File: src/adaptive_pixel_predictor_select_assert.svh
// Assertion macros for the adaptive pixel predictor select block.
`ifndef ADAPTIVE_PIXEL_PREDICTOR_SELECT_ASSERT_SVH
`define ADAPTIVE_PIXEL_PREDICTOR_SELECT_ASSERT_SVH
`ifndef SYNTHESIS
`define APS_ASSERT(lbl, prop) \
  lbl: assert property (@(posedge clk_i) disable iff (!rst_ni) prop) \
    else $error("aps: assertion failed");
`define APS_ASSERT_ALWAYS(lbl, prop) \
  lbl: assert property (@(posedge clk_i) prop) \
    else $error("aps: reset check failed");
`else
`define APS_ASSERT(lbl, prop)
`define APS_ASSERT_ALWAYS(lbl, prop)
`endif
`endif

File: src/aps_ram.sv
// Generic RAM: one write port, two registered read ports.
module aps_ram #(
  parameter int WIDTH = 8,
  parameter int DEPTH = 16
) (
  input  logic                     clk_i,
  input  logic                     we_i,
  input  logic [$clog2(DEPTH)-1:0] waddr_i,
  input  logic [WIDTH-1:0]         wdata_i,
  input  logic                     re_i,
  input  logic [$clog2(DEPTH)-1:0] raddr_a_i,
  input  logic [$clog2(DEPTH)-1:0] raddr_b_i,
  output logic [WIDTH-1:0]         rdata_a_o,
  output logic [WIDTH-1:0]         rdata_b_o
);

  logic [WIDTH-1:0] mem_q [DEPTH];
  logic [WIDTH-1:0] rdata_a_q;
  logic [WIDTH-1:0] rdata_b_q;

  always_ff @(posedge clk_i) begin
    if (we_i) begin
      mem_q[waddr_i] <= wdata_i;
    end
    if (re_i) begin
      rdata_a_q <= mem_q[raddr_a_i];
      rdata_b_q <= mem_q[raddr_b_i];
    end
  end

  assign rdata_a_o = rdata_a_q;
  assign rdata_b_o = rdata_b_q;

endmodule

File: config.mk
export PLATFORM = sky130hd
export DESIGN_NAME = aps_ram
export DESIGN_NICKNAME = d
export VERILOG_FILES = /design/src/adaptive_pixel_predictor_select_assert.svh /design/src/aps_ram.sv
export SDC_FILE = /design/constraint.sdc
export NUM_CORES = 1
export LEC_CHECK = 0
export BUFFER_PORTS_ARGS = -buffer_cell sky130_fd_sc_hd__buf_4
export CAP_MARGIN = 15
export CELL_PAD_IN_SITES_DETAIL_PLACEMENT = 0
export CELL_PAD_IN_SITES_GLOBAL_PLACEMENT = 1
export CORE_MARGIN = 2
export CORE_UTILIZATION = 44
export CTS_CLUSTER_SIZE = 30
export DETAILED_ROUTE_END_ITERATION = 12
export PLACE_DENSITY_LB_ADDON = 0.12
export REMOVE_ABC_BUFFERS = 1
export SLEW_MARGIN = 20
export SYNTH_ARGS = -nofsm -noshare
export SYNTH_HDL_FRONTEND = slang
export SYNTH_SLANG_ARGS = --single-unit
File: constraint.sdc
create_clock -name clk_i -period 3.51 [get_ports clk_i]
set_clock_uncertainty 0.15 [all_clocks]
set_input_delay 0.351 -clock clk_i [delete_from_list [all_inputs] [get_ports clk_i]]
set_output_delay 0.351 -clock clk_i [all_outputs]
set_load 0.01 [all_outputs]
# Yosys cells after proc, flatten, opt, wreduce, memory -nomap -nowiden
# Memories as Yosys holds them, arrays and structs flattened. A register that Yosys moved wholly into a read port is not among the register bits.
# Index checks and enable logic that the tools add are counted.
# word_totals
out_inout_bits	16
register_bits	0
word_cells	3
ramBits	128
n_memories	1
# memory_table
memory	words	word_bits	rd	rd_clocked_by_memory_dff	write_ports	line_no	text
mem_q	16	8	2	2	1	aps_ram.sv:17	logic [WIDTH-1:0] mem_q [DEPTH];
# classes
mux	2
# op_table
operator	count
$mux W1	2

# Longest topological paths before layout
# depth
ltp_word	2
depth_mapped	5
mapped_depth_nobuf	3

# Worst setup path before layout
# OpenSTA, ideal clock, no wires.
# synth_path
kind	input-to-reg
start	in waddr_i[2]
end	mem mem_q[0][0], enable pin
setup_slack_ps	1516
t_arrival_ps	1461
stages	2
required_time_ps	2977
path_cell_list	or3b_2 nor3_1
# synth_rtl
element	line_no	text
start: declaration	aps_ram.sv:8	input logic [$clog2(DEPTH)-1:0] waddr_i,
end: declaration	aps_ram.sv:17	
# No word-level cell before the write port.

==> results.toml <==
[setup_path]
cp-end-kind = "register"
crit_family = "multiplexers"
path_buf_inv = 1
path_cells = "buf_4, mux4_1, a22oi_1, nand2_1"
worstPathArrival_ns = 1.92
slowest_stage = "mux4_1"
startpoint_type = "input pin"
required_ns = 3.50
criticalPathCategory = "in -> reg"
critical-path-max-stage-delay_ns = 0.63
cp_max_fo = 32

[logic_synthesis]
synth_area_leaders = "edfxtp_1 66%, mux4_2 12%, mux4_1 11%"
synth_top_area_share_pct = 66.5
synth.avg_cell_area_um2 = 21.2
synth_seq_cells = 144
yosysWarnings = 0
syn-cell-area_um2 = 6510
yosysUniqueCellTypes = 19
synthCells = 307
synth_seq_area_share_pct = 66.5
yosys.area.top_type = "edfxtp_1"

[sta]
setup_tns_ns = 0
period_needed_ns = 1.94
relSlewSlack_pct = 31.2
setup_viol = 0
finalHoldViolCount = 0
slew_violations = 0
rsz0062_at_grt = "false"
tightest_slew_ns = 1.03
layout_setup_ws_ns = 1.57
max_freq_ghz = 0.517
final.period_utilization_pct = 55.2

[floorplanning]
fp.dieW_um = 126
io_pins = 39
core_area_um2 = 14500
start_util_pct = 44.9
row_count = 44
die_h_um = 126
dieArea_um2 = 15800

[route]
detail-route-antenna-nets = 0
wire_per_inst_um = 26.9
vias = 3297
via_per_inst = 6.02
drtIter0Drc = 291
wirelength_mm = 14.8
dr.pass1.iters = 4
drc = 0

[cells_and_area]
final_cell_mix = "144 x edfxtp_1, 45 x buf_4, 34 x mux4_2, 32 x a22oi_1, 28 x mux4_1"
drive_above_1_share_pct = 30.8
stdcell_count = 548
final-seq-area_um2 = 4320
multi_input_area_um2 = 2010
finalNetCount = 374
nFillCells = 1134
diodes = 0
mostFrequentLayoutCell = "edfxtp_1"
syn_to_final_growth_pct = 15.1

[run]
cap_viol_max_count = 0

[power_and_ir_drop]
leakagePower_nw = 2.53
power_density_nw_per_um2 = 537
vdd_drop_max_uv = 340
total_power_mw = 4.02

[cts]
ctsResizeCount = 0
path_clk_slew_ns = 0.06
postCtsSetupRepairBufs = 0
clockBufferDepth = 2
cts_hold_buf = 0
tritoncts = "yes"
clock-sinks = 144
htreeDepth = 4
cts_buffers = 17
clk_latency_ns = 0.41
cts-root-buf = "clkbuf_16"

[placement]
portBuffers = 38
place_congestion = 0.732
place_ws_ns = 1.10
post-place-cells = 516
hpwl_mm = 9.20

[global_routing]
grt_usage_pct = 19.5
antenna_found_initial = 0
grt_pass1_vias = 3551
grt-ovfl-total = 0
grt_pass1_wl_mm = 22.0
grt_max_degree = 33

[worst_hold_path]
hold_class = "in -> reg"

[run_status]
run_status = "finished clean"
flip-flops by register name, indices dropped and copies added (netlist names):
register,count
mem_q,128
rdata_a_o,8
rdata_b_o,8
metal layers:
| layer | track usage (%) | share of wire, % |
|---|---|---|
| met1 | 25.5 | 41 |
| met2 | 32.8 | 51 |
| met3 | 4.32 | 5.9 |
| met4 | 6.27 | 1.9 |
| met5 | 0 | 0 |
per-stage QoR:
stage / hold slack, ns / cell area (um^2) / util [%]
global placement: 0.508 / 6900 / 47.7
detailed placement: 0.521 / 6900 / 47.7
global route: 0.101 / 7490 / 51.7
floorplan: 0.300 / 6330 / -
CTS: 0.0937 / 7490 / 51.7
finish: 0.0988 / 7490 / 51.7
worst paths after layout:
path	start	end	slack, ns	depth (start not counted)
hold / removal	wdata_i[5]	mem_q[9][5]$_DFFE_PP_	0.1	1
setup reg to reg	mem_q[1][0]$_DFFE_PP_	rdata_a_o[0]$_DFFE_PP_	1.76	3
hold reg to reg	mem_q[14][7]$_DFFE_PP_	rdata_b_o[7]$_DFFE_PP_	0.62	3
setup / recovery	raddr_b_i[0]	rdata_b_o[4]$_DFFE_PP_	1.57	4
cell usage after synthesis:
cell type,n
a22oi_1,32
and2_1,2
and2b_1,2
buf_2,6
buf_4,2
buf_6,6
clkdlybuf4s25_2,6
edfxtp_1,144
mux4_1,28
mux4_2,34
mux4_4,2
nand2_1,17
nand2b_1,2
nand3_1,1
nand3b_1,2
nor2_1,14
nor2b_1,2
nor3_1,4
or3b_2,1
power breakdown:
group	switching [mW]	internal (mW)	total [mW]	leakage (nW)
Sequential	0.0205	1.95	1.97	1.32
Combinational	0.154	0.134	0.288	0.930
Clock	0.713	1.05	1.77	0.287
Total	0.887	3.14	4.02	2.53
final cells by class:
cell class	count	area share (%)
flip-flops and latches	144	57.8
multi-input cells	143	26.8
clock buffers	17	5.68
repair buffers	45	4.51
well taps	184	3.07
clock inverters	15	2.14
cell families (layout without fill, tap and decap cells):
family | Yosys count | after routing | synth area share [%]
flops | 144 | 144 | 66.5
mux | 64 | 64 | 23.8
buf+inv | 20 | 77 | 2.65
simple gates | 47 | 47 | 3.35
compound gates | 32 | 32 | 3.69
Power figures use the tool's default switching activity.
